File: src/rtl/prscnt_ram.sv
// generic single-clock ram, one write port and one registered read port
// no dependencies

module prscnt_ram #(
    parameter int WIDTH = 8,
    parameter int DEPTH = 256
) (
    input  logic                     i_clk,
    input  logic                     i_we,
    input  logic [$clog2(DEPTH)-1:0] i_waddr,
    input  logic [WIDTH-1:0]         i_wdata,
    input  logic                     i_re,
    input  logic [$clog2(DEPTH)-1:0] i_raddr,
    output logic [WIDTH-1:0]         o_rdata
);

    logic [WIDTH-1:0] r_mem [DEPTH];
    logic [WIDTH-1:0] r_rdata;

    always_ff @(posedge i_clk) begin
        if (i_we) begin
            r_mem[i_waddr] <= i_wdata;
        end
        if (i_re) begin
            r_rdata <= r_mem[i_raddr];
        end
    end

    assign o_rdata = r_rdata;

endmodule

File: config.mk
export PLATFORM = sky130hd
export DESIGN_NAME = prscnt_ram
export DESIGN_NICKNAME = d
export VERILOG_FILES = /design/src/rtl/prscnt_ram.sv
export SDC_FILE = /design/constraint.sdc
export NUM_CORES = 2
export LEC_CHECK = 0
export ABC_AREA = 1
export BUFFER_PORTS_ARGS = -buffer_cell sky130_fd_sc_hd__buf_2
export CORE_ASPECT_RATIO = 1.5
export CORE_UTILIZATION = 45
export DETAILED_ROUTE_END_ITERATION = 10
export SYNTH_ARGS = -nofsm -noshare
export SYNTH_HDL_FRONTEND = slang
export SYNTH_SLANG_ARGS = --single-unit
File: constraint.sdc
create_clock -name i_clk -period 2.4 [get_ports i_clk]
set_clock_uncertainty 0.2 [all_clocks]
set_input_delay 0.36 -clock i_clk [delete_from_list [all_inputs] [get_ports i_clk]]
set_output_delay 0.36 -clock i_clk [all_outputs]
set_load 0.1 [all_outputs]
## After elaboration in Yosys (flattened, before gate mapping)

Memory sizes are Yosys's and may differ from the RTL's. A register that Yosys moved wholly into a read port is not among the register bits.
Cells that the tools add are included.

- Register bits after elaboration: 0
- Latch bits: 0
- RAM bits: 2048
- Bits in read-only memories: 0
- Input port bits: 27
- Output and inout bits: 8
- Word-level logic and storage cells: 3
- Memories kept: 1

Memory list:

| name | words | bits a word | read ports | clocked after memory_dff | wr ports | RTL line | source |
|---|---|---|---|---|---|---|---|
| r_mem | 256 | 8 | 1 | 1 | 1 | 17 | `logic [WIDTH-1:0] r_mem [DEPTH];` |

- Add/subtract/negate cells: 0
- $mul: 0
- Div/mod/pow operators: 0
- $lt $le $gt $ge: 0
- Equality and inequality tests: 0
- Shifts and indexed selects: 0
- Muxes and demuxes: 2
- Bitwise operators: 0
- Reductions and logical operators: 0

Operators with widths:

| kind | number |
|---|---|
| $mux W1 | 2 |

## Longest topological paths before layout

- Depth in word-level cells: 2
- Mapped depth: 15
- Mapped depth without buffers: 11

## Worst setup path before layout

Ideal clock, no wire load.

- Path type: in2reg
- From: in i_we
- To: mem r_mem[162][0], enable pin
- Library setup time: 0.370 ns
- Data arrival time: 1.481 ns
- Required time: 1.830 ns
- Path slack: 0.349 ns
- Cell stages on the path: 4
- Buffers on the path: 2
- Path through: clkbuf_1 nand3_1 clkbuf_1 nor2_1

- Word-level cells in the longest chain between the ends: 2

Ends and longest elaborated chain:

| item | RTL line | source |
|---|---|---|
| start: declaration | 9 | `input logic i_we,` |
| $mux W1 | 21 | `if (i_we) begin` |
| $mux W1 (implied by the code) | 22 | `r_mem[i_waddr] <= i_wdata;` |
| end: declaration | 17 |  |

No other way between the ends.

## Worst setup path in the final report

- From: reg r_rdata[3], in the netlist o_rdata[3] (read register of r_mem)
- To: out o_rdata[3]

RTL lines:

| item | RTL line | source |
|---|---|---|
| start: declaration | 18 | `logic [WIDTH-1:0] r_rdata;` |
| end: declaration | 14 | `output logic [WIDTH-1:0] o_rdata` |

No word-level cell between the ends.

==> results.py <==
metrics = {
    "timing": {
        "finalHoldViolations": 0,
        "finalSetupViolations": 0,
        "fin_crit_ns": 2.354,
        "worst_pin_slew_ns": 0.9029,
        "relSlewSlack": 0.3974,
        "grt_setup_unrepaired": "no",
        "min_period_over_period": 0.9810,
        "fin_tns_setup_ns": 0,
        "slew_viol_final": 0,
        "max_freq_mhz": 424.8,
    },
    "clock_tree": {
        "path_clk_slew_ns": 0.07,
        "cts_tree": "done",
        "worstSkewPairLatency_ns": 0.85,
        "h-tree-depth": 4,
        "root_buffer": "clkbuf_16",
        "cts_max_path_buffers": 4,
        "clock_sinks": 2056,
        "cts_buffers": 190,
        "cts_setup_buffers": 0,
    },
    "global_route": {
        "antenna_found_initial": 7,
        "grt_usage": 0.2568,
        "first_global_vias": 54890,
        "grt_max_degree": 93,
        "grt-ovfl-total": 0,
        "grt_pass1_wl_um": 356600,
    },
    "placed_design": {
        "dp_hpwl_um": 156300,
        "gp_congestion": 0.9235,
        "io_buffers": 34,
        "dpl_cell_area_um2": 91730,
    },
    "power": {
        "p_sw_mw": 16.91,
        "p_leak_nw": 35.14,
        "pwr-share-comb": 0.072,
        "power_frac_seq": 0.524,
        "ir_worst_vdd_mv": 0.6170,
        "clock_power_share": 0.403,
        "swShare": 0.2239,
        "power_density_nw_per_um2": 770.3,
        "p_int_mw": 58.61,
    },
    "layout": {
        "drive_gt1_frac": 0.1356,
        "multiInputGateArea_um2": 19160,
        "fillers": 15350,
        "final_cell_area_um2": 98040,
        "area_delta_synth_final_pct": 17.44,
        "seq_area_um2": 61740,
        "utilization": 0.5321,
        "fin_nets": 7494,
    },
    "logic_synthesis": {
        "synth.area.top_cells": "edfxtp_1 74%, nand3_1 12%, nand2_1 9.5%, buf_2 1.6%, nor2_1 1.3%",
        "ys_warn_count": 0,
        "syn_area_um2": 83480,
        "synth-edff-count": 2056,
        "ys_types": 13,
        "yosysTopAreaCell": "edfxtp_1",
        "synth_fp_nets": 7030,
        "avgSynthCellArea_um2": 11.92,
        "synthArstFlopShare": 0,
        "synth-seq-cells": 2056,
        "yosysMostFrequentCell": "nand2_1",
        "synth_top_area_share": 0.7396,
        "synth_common_cells": "2123 x nand2_1, 2056 x edfxtp_1, 2019 x nand3_1, 283 x nor2_1, 268 x buf_2",
        "ys_seq_area_frac": 0.7396,
        "synth_flop_cell": "edfxtp_1",
        "synth_cells": 7003,
    },
    "setup_path": {
        "reg2reg_from": "r_mem[103][0]",
        "crit_buf_inv": 1,
        "crit_type": "reg2out",
        "cp-start-kind": "flip-flop",
        "cp.required_ns": 1.84,
        "reg2reg_slack_ns": 0.16,
        "crit_arrival_ns": 1.79,
        "worstRegToRegCells": 10,
        "crit_path_top_delay_cell": "edfxtp_1",
        "critPathMaxStageDelay_ns": 0.48,
        "timing.critical_path.cells": "buf_2",
        "critPathTopFamily": "flip-flops",
        "cp_max_fo": 1,
        "r2r-end": "o_rdata[0]",
        "crit_path_end_kind": "output pin",
    },
    "hold_path": {
        "hold_depth": 7,
        "whs_endpoint": "r_mem[197][6]",
        "min_from": "i_waddr[2]",
        "hp-class": "in2reg",
    },
    "route": {
        "drtAntennaViolNets": 0,
        "routed_via_density": 5.634,
        "drt-total-wl_um": 243600,
        "drc_errors": 0,
        "drtIter0Drc": 6578,
        "drt-pass1-iter-count": 6,
        "vias": 56680,
        "wire_per_inst_um": 24.22,
    },
    "floorplan": {
        "initial_core_util": 0.4531,
        "core_um2": 184300,
        "rows": 193,
        "die_x_um": 353.7,
        "num_io_pins": 35,
        "die_height_um": 529.5,
        "die_area_um2": 187300,
    },
    "run": {
        "maxCapViolations": 0,
    },
    "run_status": {
        "status": "complete, no violations",
    },
}
-- sequential cells by signal, summed over array words and instances (netlist names) --
signal	flops
r_mem	2048
o_rdata	8
-- final cells by class --
type / instances / area share
inverters: 39 / 0.001838
well taps: 2437 / 0.03110
multi-input cells: 4425 / 0.1954
flip-flops and latches: 2056 / 0.6298
repair buffers: 755 / 0.07867
clock inverters: 118 / 0.01239
clock buffers: 223 / 0.05063
diodes: 7 / 0.0001787
-- stage by stage --
stage,worst slack (ns),total power [mW],hold WS (ns),cells
detailed placement,-0.6616,45.79,0.4440,9701
floorplan,0.3485,42.92,0.2589,7003
CTS,0.02079,75.87,0.02317,10050
global placement,-0.6391,45.74,0.4507,9701
finish,0.04570,75.52,0.07133,10060
global route,0.03249,77.46,0.1066,10050
-- what timing repair did --
| action | in CTS | in global routing |
|---|---|---|
| gates resized for setup | 0 | 0 |
| endpoints found under the hold margin | 1347 | 0 |
| hold buffers | 11 | 0 |
-- layer usage --
metal  vias up  wire length [µm]  track usage
li1      25780                 -            -
met1     27950             92300       0.3204
met2      2392            122000       0.4429
met3       549             17090      0.03221
met4         6             12230       0.1217
met5         -                35            0
-- logic make-up (layout without fill, tap and decap cells) --
kind of cell           count (synthesis)  count (layout)  share of synthesized area
flip-flops                          2056            2056                     0.7396
other                                  0               7                          0
AND/OR/NAND/NOR                     4425            4425                     0.2292
buffers and inverters                522            1135                    0.03116
-- worst register-to-register path: cells and delay by family, from the launching register on --
family           cells  cell delay, ns
AND/OR/NAND/NOR     10            1.46
flip-flops           1            0.36
-- layout by cell type (no fill, tap or decap), types with 2 or more instances in the layout --
cell / count
nand2_1: 2114
edfxtp_1: 2056
nand3_1: 2019
buf_4: 552
nor2_1: 283
clkbuf_16: 194
buf_12: 159
clkinv_2: 41
clkinv_1: 37
inv_1: 34
clkbuf_1: 29
bufinv_16: 24
buf_2: 22
dlygate4sd3_1: 11
buf_8: 11
nand2_2: 9
diode_2: 7
clkinvlp_4: 7
clkinv_4: 5
inv_16: 2
inv_8: 2
inv_6: 2
-- power by group through the flow --
stage / sequential, mW / combinational, mW / clock (mW)
floorplan: 40.5 / 2.44 / 0
global placement: 40.4 / 5.36 / 0
detailed placement: 40.4 / 5.41 / 0
CTS: 39.6 / 5.44 / 30.8
global route: 39.6 / 5.80 / 32.1
finish: 39.6 / 5.44 / 30.5
-- worst max path at each step --
stage | start | endpoint | depth (start not counted)
after CTS | o_rdata[3] | o_rdata[3] | 1
after global placement | i_raddr[0] | o_rdata[5] | 15
after global routing | o_rdata[3] | o_rdata[3] | 1
final | o_rdata[3] | o_rdata[3] | 1
after detailed placement | i_raddr[1] | o_rdata[0] | 13
after floorplan | i_we | r_mem[162][0] | 4
(Power assumes the default switching activity.)
