<file path="src/rtl/prscnt_mod_unit.sv">
// bit-serial restoring remainder unit, one dividend bit per cycle
// no dependencies

module prscnt_mod_unit #(
    parameter int DVD_W = 21,
    parameter int DIV_W = 17
) (
    input  logic             i_clk,
    input  logic             i_rst_n,
    input  logic             i_start,
    input  logic [DVD_W-1:0] i_dividend,
    input  logic [DIV_W-1:0] i_divisor,
    output logic             o_done,
    output logic [DIV_W-1:0] o_rem
);

    localparam int CNT_W = (DVD_W > 1) ? $clog2(DVD_W) : 1;

    logic             r_busy;
    logic             r_done;
    logic [CNT_W-1:0] r_cnt;
    logic [DVD_W-1:0] r_dvd;
    logic [DIV_W-1:0] r_div;
    logic [DIV_W-1:0] r_rem;

    logic [DIV_W:0]   w_shift;
    logic [DIV_W:0]   w_sub;
    logic             w_ge;

    assign w_shift = {r_rem, r_dvd[DVD_W-1]};
    assign w_ge    = w_shift >= {1'b0, r_div};
    assign w_sub   = w_shift - {1'b0, r_div};

    always_ff @(posedge i_clk) begin
        if (!i_rst_n) begin
            r_busy <= 1'b0;
            r_done <= 1'b0;
            r_cnt  <= '0;
        end else begin
            r_done <= 1'b0;
            if (i_start) begin
                r_busy <= 1'b1;
                r_cnt  <= '0;
            end else if (r_busy) begin
                r_cnt <= r_cnt + 1'b1;
                if (r_cnt == CNT_W'(DVD_W - 1)) begin
                    r_busy <= 1'b0;
                    r_done <= 1'b1;
                end
            end
        end
    end

    always_ff @(posedge i_clk) begin
        if (i_start) begin
            r_dvd <= i_dividend;
            r_div <= i_divisor;
            r_rem <= '0;
        end else if (r_busy) begin
            r_dvd <= {r_dvd[DVD_W-2:0], 1'b0};
            r_rem <= w_ge ? w_sub[DIV_W-1:0] : w_shift[DIV_W-1:0];
        end
    end

    assign o_done = r_done;
    assign o_rem  = r_rem;

endmodule

</file>
<file path="config.mk">
export PLATFORM = sky130hd
export DESIGN_NAME = prscnt_mod_unit
export DESIGN_NICKNAME = d
export VERILOG_FILES = /design/src/rtl/prscnt_mod_unit.sv
export SDC_FILE = /design/constraint.sdc
export NUM_CORES = 1
export LEC_CHECK = 0
export BUFFER_PORTS_ARGS = -buffer_cell sky130_fd_sc_hd__buf_2
export CORE_MARGIN = 5
export CORE_UTILIZATION = 50
export CTS_BUF_LIST = sky130_fd_sc_hd__clkbuf_8 sky130_fd_sc_hd__clkbuf_16
export DETAILED_ROUTE_END_ITERATION = 6
export PLACE_DENSITY_LB_ADDON = 0.15
export SYNTH_ARGS = -nofsm -noshare
export SYNTH_HDL_FRONTEND = slang
export SYNTH_SLANG_ARGS = --single-unit
</file>
<file path="constraint.sdc">
create_clock -name i_clk -period 2.45 [get_ports i_clk]
set_clock_uncertainty 0.15 [all_clocks]
set_input_delay 0.3675 -clock i_clk [delete_from_list [all_inputs] [get_ports i_clk]]
set_output_delay 0.3675 -clock i_clk [all_outputs]
set_load 0.05 [all_outputs]
</file>
After elaboration in Yosys (flattened, before gate mapping)
Cells that the tools add are included.
{"block": "totals", "reg_bits": 62, "inputBits": 41, "out_inout_bits": 18, "wordCells": 22}
{"block": "classes", "n_addsub": 2, "magnitude_cmp": 1, "eq_ne": 1, "mux": 7, "bitwise_logic": 2, "reduce_logical": 3}
{"operator": "21-bit two-way mux", "count": 2}
{"operator": "18-bit by 17-bit >= comparator with 1-bit output", "count": 1}
{"operator": "17-bit two-way mux", "count": 1}
{"operator": "17-bit subtractor", "count": 1}
{"operator": "5-bit by 1-bit adder with 5-bit output, second input constant", "count": 1}
{"operator": "5-bit equality test, second input constant", "count": 1}
{"operator": "1-bit two-way mux", "count": 4}
{"operator": "3-bit OR reduction", "count": 1}
{"operator": "1-bit inverter", "count": 2}
{"operator": "2-bit nonzero test", "count": 1}
{"operator": "2-bit OR reduction", "count": 1}

Longest topological paths before layout
Gate-level depths: netlist of run 1.
{"block": "depth", "depth_word": 4, "mapped_depth": 12, "mapped_depth_nobuf": 11}

Worst setup path after synthesis of run 1
Ideal clock, no wire load.
{"block": "synth_timing", "kind": "flip-flop to flip-flop", "start": "register r_rem[4], in the netlist o_rem[4]", "end": "register r_rem[1], in the netlist o_rem[1]", "setup_time_ns": 0.138, "t_arrival_ns": 2.471, "path_slack_ns": -0.309, "stages_incl_launch_ff": 9, "synth_period_minus_slack_ns": 2.759, "cell_sequence": "dfxtp_1 ha_1 and3_1 nor3b_1 a2111o_1 a211oi_2 buf_4 mux2i_1 a211oi_2"}
{"block": "synth_between", "elab_chain_len": 2}
{"element": "from (decl)", "line": "24", "text": "logic [DIV_W-1:0] r_rem;"}
{"element": "from (signal assigned)", "line": "61", "text": "r_rem <= w_ge ? w_sub[DIV_W-1:0] : w_shift[DIV_W-1:0];"}
{"element": "18-bit by 17-bit >= comparator with 1-bit output", "line": "31", "text": "assign w_ge = w_shift >= {1'b0, r_div};"}
{"element": "17-bit two-way mux", "line": "61"}
No other way between the ends.
A chain may end at the register's enable or synchronous reset.

Worst setup path after layout of run 1
{"block": "layout_timing", "start": "register r_dvd[20]", "end": "register r_rem[1], in the netlist o_rem[1]"}
{"block": "layout_between", "elab_chain_len": 2, "word_cells_on_any_way": 3, "classes_between": "add/sub (1); order compare (1); mux (1)"}
{"element": "from (decl)", "line": "22", "text": "logic [DVD_W-1:0] r_dvd;"}
{"element": "from (signal assigned)", "line": "56", "text": "r_dvd <= i_dividend;"}
{"element": "from (signal assigned)", "line": "60", "text": "r_dvd <= {r_dvd[DVD_W-2:0], 1'b0};"}
{"element": "17-bit subtractor or 18-bit by 17-bit >= comparator with 1-bit output (tied branches)", "line": "32, 31"}
{"element": "17-bit two-way mux *", "line": "61"}
Mark *: on every way between the ends. The rest lies on a longest branch, timed or not.

==> results of run 1 <==
## cell usage in the layout (no fill, tap or decap), types with 3 or more instances in the layout
| master | netlist | routed |
|---|---|---|
| a211oi_1 | 6 | 5 |
| a211oi_2 | 2 | 3 |
| a21o_1 | 4 | 4 |
| a21oi_1 | 23 | 21 |
| a32oi_1 | 6 | 3 |
| a32oi_2 | 0 | 3 |
| buf_2 | 1 | 58 |
| buf_4 | 2 | 45 |
| clkbuf_8 | 0 | 10 |
| dfxtp_1 | 24 | 9 |
| dfxtp_2 | 0 | 15 |
| edfxtp_1 | 38 | 38 |
| ha_1 | 19 | 18 |
| inv_1 | 24 | 25 |
| mux2_2 | 20 | 20 |
| nand2_1 | 14 | 13 |
| nand2b_1 | 6 | 5 |
| nand3_1 | 5 | 4 |
| nand4_1 | 5 | 5 |
| nor2_1 | 28 | 26 |
| nor3_1 | 4 | 4 |
| o21ai_0 | 15 | 6 |
| o21ai_1 | 1 | 5 |
| o21ai_2 | 0 | 5 |
| xnor2_1 | 6 | 6 |
| xor2_1 | 10 | 10 |
## synthesized netlist by cell type, types with 2 or more instances
cell      instances
a32oi_1           6
xnor2_1           6
mux2_2           20
nand4_1           5
a211oi_1          6
a211oi_2          2
o311ai_0          2
dfxtp_1          24
nand3_1           5
nand2b_1          6
nor2_1           28
o31ai_1           3
edfxtp_1         38
nor3_1            4
a21o_1            4
clkbuf_1          9
buf_4             2
xor2_1           10
o21ai_0          15
nand2_1          14
nor2b_1           2
a21oi_1          23
ha_1             19
nor4_1            3
o22ai_1           2
mux2i_1           2
and3_1            2
inv_1            24
and2_1            2
## worst max-delay path: stages, from the launching register on
cell	delay, ns
edfxtp_1	0.39
inv_1	0.07
ha_2	0.18
inv_2	0.04
fa_2	0.35
a21o_1	0.22
a221oi_2	0.30
o21bai_2	0.11
a211oi_2	0.26
buf_4	0.16
buf_8	0.12
mux2i_2	0.22
a211oi_2	0.09
## area by class of cell
| type | instances | area, µm² | area share (%) |
|---|---|---|---|
| flip-flops and latches | 62 | 1640 | 37.81 |
| multi-input cells | 207 | 1618 | 37.29 |
| repair buffers | 108 | 700.7 | 16.15 |
| clock buffers | 10 | 137.6 | 3.173 |
| well taps | 77 | 96.34 | 2.221 |
| inverters | 24 | 90.09 | 2.077 |
| clock inverters | 6 | 55.05 | 1.269 |
## power breakdown
| part | leakage, nW | internal, mW | switching [mW] |
|---|---|---|---|
| Clock | 0.105 | 0.486 | 0.394 |
| Combinational | 1.24 | 0.266 | 0.323 |
| Sequential | 0.580 | 1.20 | 0.0304 |
## flip-flops by register name, summed over array words and instances, names as in the netlist
register and flops:
r_cnt 5, r_busy 1, r_dvd 21, o_rem 17
o_done 1, r_div 17
## per-stage QoR
stage	cell area [µm²]	std cells	TNS (ns)	utilization (%)	setup WS, ns
2_1_floorplan	3302	307	-1.103	-	-0.1217
3_3_place_gp	3928	469	-1.209	61.85	-0.1289
3_5_place_dp	3928	469	-2.586	61.85	-0.2144
4_1_cts	4248	495	-3.446	66.90	-0.2377
5_1_grt	4338	494	-6.726	68.32	-0.4505
6_report	4338	494	-4.568	68.32	-0.3366
## worst paths after layout
kind / slack [ns] / endpoint / depth (start not counted)
max: -0.34 / o_rem[1] / 12
max reg2reg: -0.34 / o_rem[1] / 12
min reg2reg: 0.35 / o_rem[13] / 2
min: 0.05 / r_div[2] / 1
## per-layer routing
metal	wire length (µm)	global-route usage (%)	share of wire, %	vias to the layer above
met4	176	7.824	2.4	0
met1	3309	23.43	44	1232
met5	0	0	0	-
li1	-	-	-	1340
met3	459	6.612	6.2	22
met2	3494	28.97	47	59
## repair_timing
action                     in CTS  in global routing
resized for setup              19                 28
gates cloned                    1                  0
pin swaps                       2                 25
hold buffers                    0                  0
setup buffers                   9                  0
setup endpoints to repair      17                 17
## logic make-up after synthesis
group           count (synthesis)  synth area share, %
compound gates                 73                14.78
xor+xnor                       16                4.276
fa+ha+maj                      20                7.866
buf+inv                        38                4.849
flops                          62                49.48
mux                            22                7.484
simple gates                   76                11.26
==> metrics, run 1 <==
outcome=complete, but fails checks; violated checks=setup timing; largest net degree at the start of global routing=45; Die Y=90.96 µm; top_reg_cell synth=edfxtp_1; H-tree level count=3; worst-margin pin slew=0.9163 ns; required time of the critical path=2.51 ns; total grt overflow=0; first-pass GRT wire length=12380 µm; Critical Path Source=r_dvd[20]; endpoints failing hold=0; vias in the first global route=2640; Initial Utilization=51.61%; core box area=6350 µm²; Num CTS Buffers=9; die width=90.96 µm; total nets after synthesis=368; Syn Std Cell Area=3277 µm²; fraction of layout cells with a size suffix above 1=45.08%; gr usage total=18.59%; clk slew on worst S/H paths=0.07 ns; Layout Nets=473; Synth top area share=34.82%; clk root buf=clkbuf_8; Syn Inst Count=307; clock tree buffer depth=2; final WL=7441 µm; DRT iter0 DRCs=131; Post-synth EDFFs=38; Synth area leader=edfxtp_1; FF+latch count, synth=62; RSZ-0062 raised after global routing=true; port buffer count=58; Worst Setup End Kind=flip-flop; hold path start=i_divisor[2]; peak supply drop=0.4823 mV; Fmax achieved=358.9 MHz; Startpoint Class=flip-flop; Rel. slew slack=38.69%; hold_ws=0.04615 ns; Setup violations, final=17; top-level port count=59; synth warn=0; Cell Pwr Density=621.8 nW/µm²; fin crit share=113.7%; HP Class=input port to flip-flop; final worst slack=-0.3366 ns; FFs w/ async S/R, synth=0%; PnR Total Power=2.697 mW; Clock Latency Late Sink=0.34 ns; crit path DAT=2.84 ns; P_leak=1.924 nW; WL/cell=15.06 µm; Vias/cell=5.370; diode count=0; initial antenna violation count=0; max_cap viols=0; Synth cell types=48; DRC viols=0; top post-synthesis cells by area=edfxtp_1 (35%), dfxtp_1 (15%), ha_1 (7.3%), mux2_2 (6.9%), a21oi_1 (3.5%); CP Class=flip-flop to flip-flop; max-slew violations=0; Routed Antenna Nets=0; sequential fraction of the synthesis area=49.48%; crit path time final=2.787 ns; CP Max Fanout=7; area grow syn2layout=32.38%; average size of a mapped cell=10.67 µm²; worst r2r src=r_dvd[20]; gpl congestion=0.8593; via count=2653; clock sink count=62; # rows=29; dpl hpwl=5107 µm; CTS tree=built; 1st-pass router iterations=4; area of the die=8273 µm²; fillers=507
Power figures use the tool's default switching activity.
==> run 2, diff against run 1 <==
Settings changed: BUFFER_PORTS_ARGS -buffer_cell sky130_fd_sc_hd__buf_2 to -buffer_cell sky130_fd_sc_hd__buf_4, CORE_MARGIN 5 to default.
==> run 2 against run 1 <==
Compared with the run above:
- the flow still finishes with violations (setup timing)
- worst hold slack better by 0.0012 ns
- clock power is 2.5% higher
- sequential share of layout area shrank 0.25 points
==> metrics, run 2 (synthesis gave the netlist of run 1 again) <==
WL/cell=14.58 µm; gr usage total=21.94%; vias in the first global route=2660; worst-margin pin slew=0.5786 ns; top-level port count=59; Cell Area, Placed=4088 µm²; H-tree level count=3; Internal Power=1.967 mW; most frequent cells in the layout=buf_4 (108), edfxtp_1 (38), nor2_1 (28); hold path depth=1; clock share of power=32.9%; area of the die=6882 µm²; Routed Antenna Nets=0; 1st-pass router iterations=4; CP Max Fanout=7; final WL=7231 µm; Crit path largest cell delay=0.38 ns; Stages on worst setup path=12; final worst slack=-0.2405 ns; Comb power frac=22.4%; fraction of layout cells with a size suffix above 1=40.33%; family with the most delay on the worst path=compound AO/OA/AOI/OAI gates; largest net degree at the start of global routing=27; fillers=491; core box area=6350 µm²; Rel. slew slack=61.29%; PnR Total Power=2.743 mW; clk root buf=clkbuf_8; die width=82.96 µm; Fmax achieved=371.7 MHz; most flop-heavy register=r_dvd; clock tree buffer depth=2; reg2reg path depth=12; Post-CTS Hold Buffers=0; Buf+Inv Stages, Crit Path=4; crit path DAT=2.76 ns; P_sw=775.9 µW; max_cap viols=0; P_leak=1.917 nW; Setup violations, final=17; total grt overflow=0; Net Sw Frac=28.29%; most common cell after layout, fill and taps aside=buf_4; clock sink count=62; peak supply drop=0.4508 mV; CTS tree=built; Finished Cell Area=4367 µm²; required time of the critical path=2.52 ns; violated checks=setup timing; Worst Setup End Kind=flip-flop; slowest cell on the critical path=edfxtp_1; fin crit share=109.8%; initial antenna violation count=0; DRT iter0 DRCs=129; max-slew violations=0; endpoints failing hold=0; outcome=complete, but fails checks; HP Class=input port to flip-flop; DRC viols=0; Layout Nets=475; Initial Utilization=51.61%; Die Y=82.96 µm; diode count=0; CP Class=flip-flop to flip-flop; RSZ-0062 raised after global routing=true; Sequential Power Share=44.8%; # rows=29; gpl congestion=0.8486; crit-path cells=inv_1 -> ha_2 -> inv_2 -> fa_2 -> a21o_1 -> a221oi_2 -> o21bai_2 -> a211oi_2 -> buf_4 -> buf_6 -> mux2i_1 -> a211oi_2; Cell Pwr Density=628.2 nW/µm²; port buffer count=58; first-pass GRT wire length=11990 µm; Startpoint Class=flip-flop; clk slew on worst S/H paths=0.08 ns; dpl hpwl=5311 µm; crit path time final=2.691 ns; via count=2659; area grow syn2layout=33.26%; Num CTS Buffers=9; max reg flops=21; Most Frequent Cell on Critical Path=a211oi_2; Vias/cell=5.361; Clock Latency Late Sink=0.34 ns
## run 2: cell types whose count changed in the layout (fill, tap and decap cells not counted), sizes merged
cell,previous run,this run
buf,108,110
clkbuf,10,9
clkinvlp,1,3
inv,26,25
## run 2: per-stage QoR
stage	std cells	worst slack (ns)	util, %	setup TNS, ns	hold slack (ns)
5_1_grt	496	-0.3678	68.77	-5.524	0.03236
6_report	496	-0.2405	68.77	-2.998	0.04734
4_1_cts	493	-0.1915	68.26	-2.418	0.03529
3_3_place_gp	471	-0.1085	64.37	-1.259	0.3253
3_5_place_dp	471	-0.1838	64.37	-2.435	0.3288
2_1_floorplan	307	-0.1217	-	-1.103	0.3164
## run 2: final timing paths
kind	from	end	slack [ns]
hold / removal	i_divisor[2]	r_div[2]	0.05
setup / recovery	r_dvd[20]	o_rem[1]	-0.24
hold reg to reg	o_rem[14]	o_rem[14]	0.34
setup reg to reg	r_dvd[20]	o_rem[1]	-0.24
## run 2: area by class of cell
type / instances / area (µm²) / share of cell area [%]
clock inverters: 7 / 73.82 / 1.691
well taps: 77 / 96.34 / 2.206
inverters: 24 / 90.09 / 2.063
flip-flops and latches: 62 / 1640 / 37.56
multi-input cells: 207 / 1509 / 34.56
repair buffers: 110 / 833.3 / 19.08
clock buffers: 9 / 123.9 / 2.837
## run 2: power groups by stage
stage / clock (mW) / sequential [mW] / combinational, mW
after floorplan: 0 / 1.30 / 0.299
after global placement: 0 / 1.25 / 0.568
after detailed placement: 0 / 1.25 / 0.581
after CTS: 0.916 / 1.23 / 0.598
after global routing: 0.955 / 1.24 / 0.667
final: 0.902 / 1.23 / 0.613
## run 2: metal layers
layer / GRT usage [%] / share of wire [%] / vias to the layer above
li1: - / - / 1338
met1: 26.69 / 44 / 1244
met2: 36.44 / 48 / 65
met3: 7.256 / 6.4 / 12
met4: 7.680 / 1.5 / 0
met5: 0 / 0 / -
## run 2: what timing repair did
item,4_1_cts,5_1_grt
buffers inserted,5,3
setup endpoints to repair,17,17
gates cloned,1,0
resized for setup,2,7
pin swaps,1,3
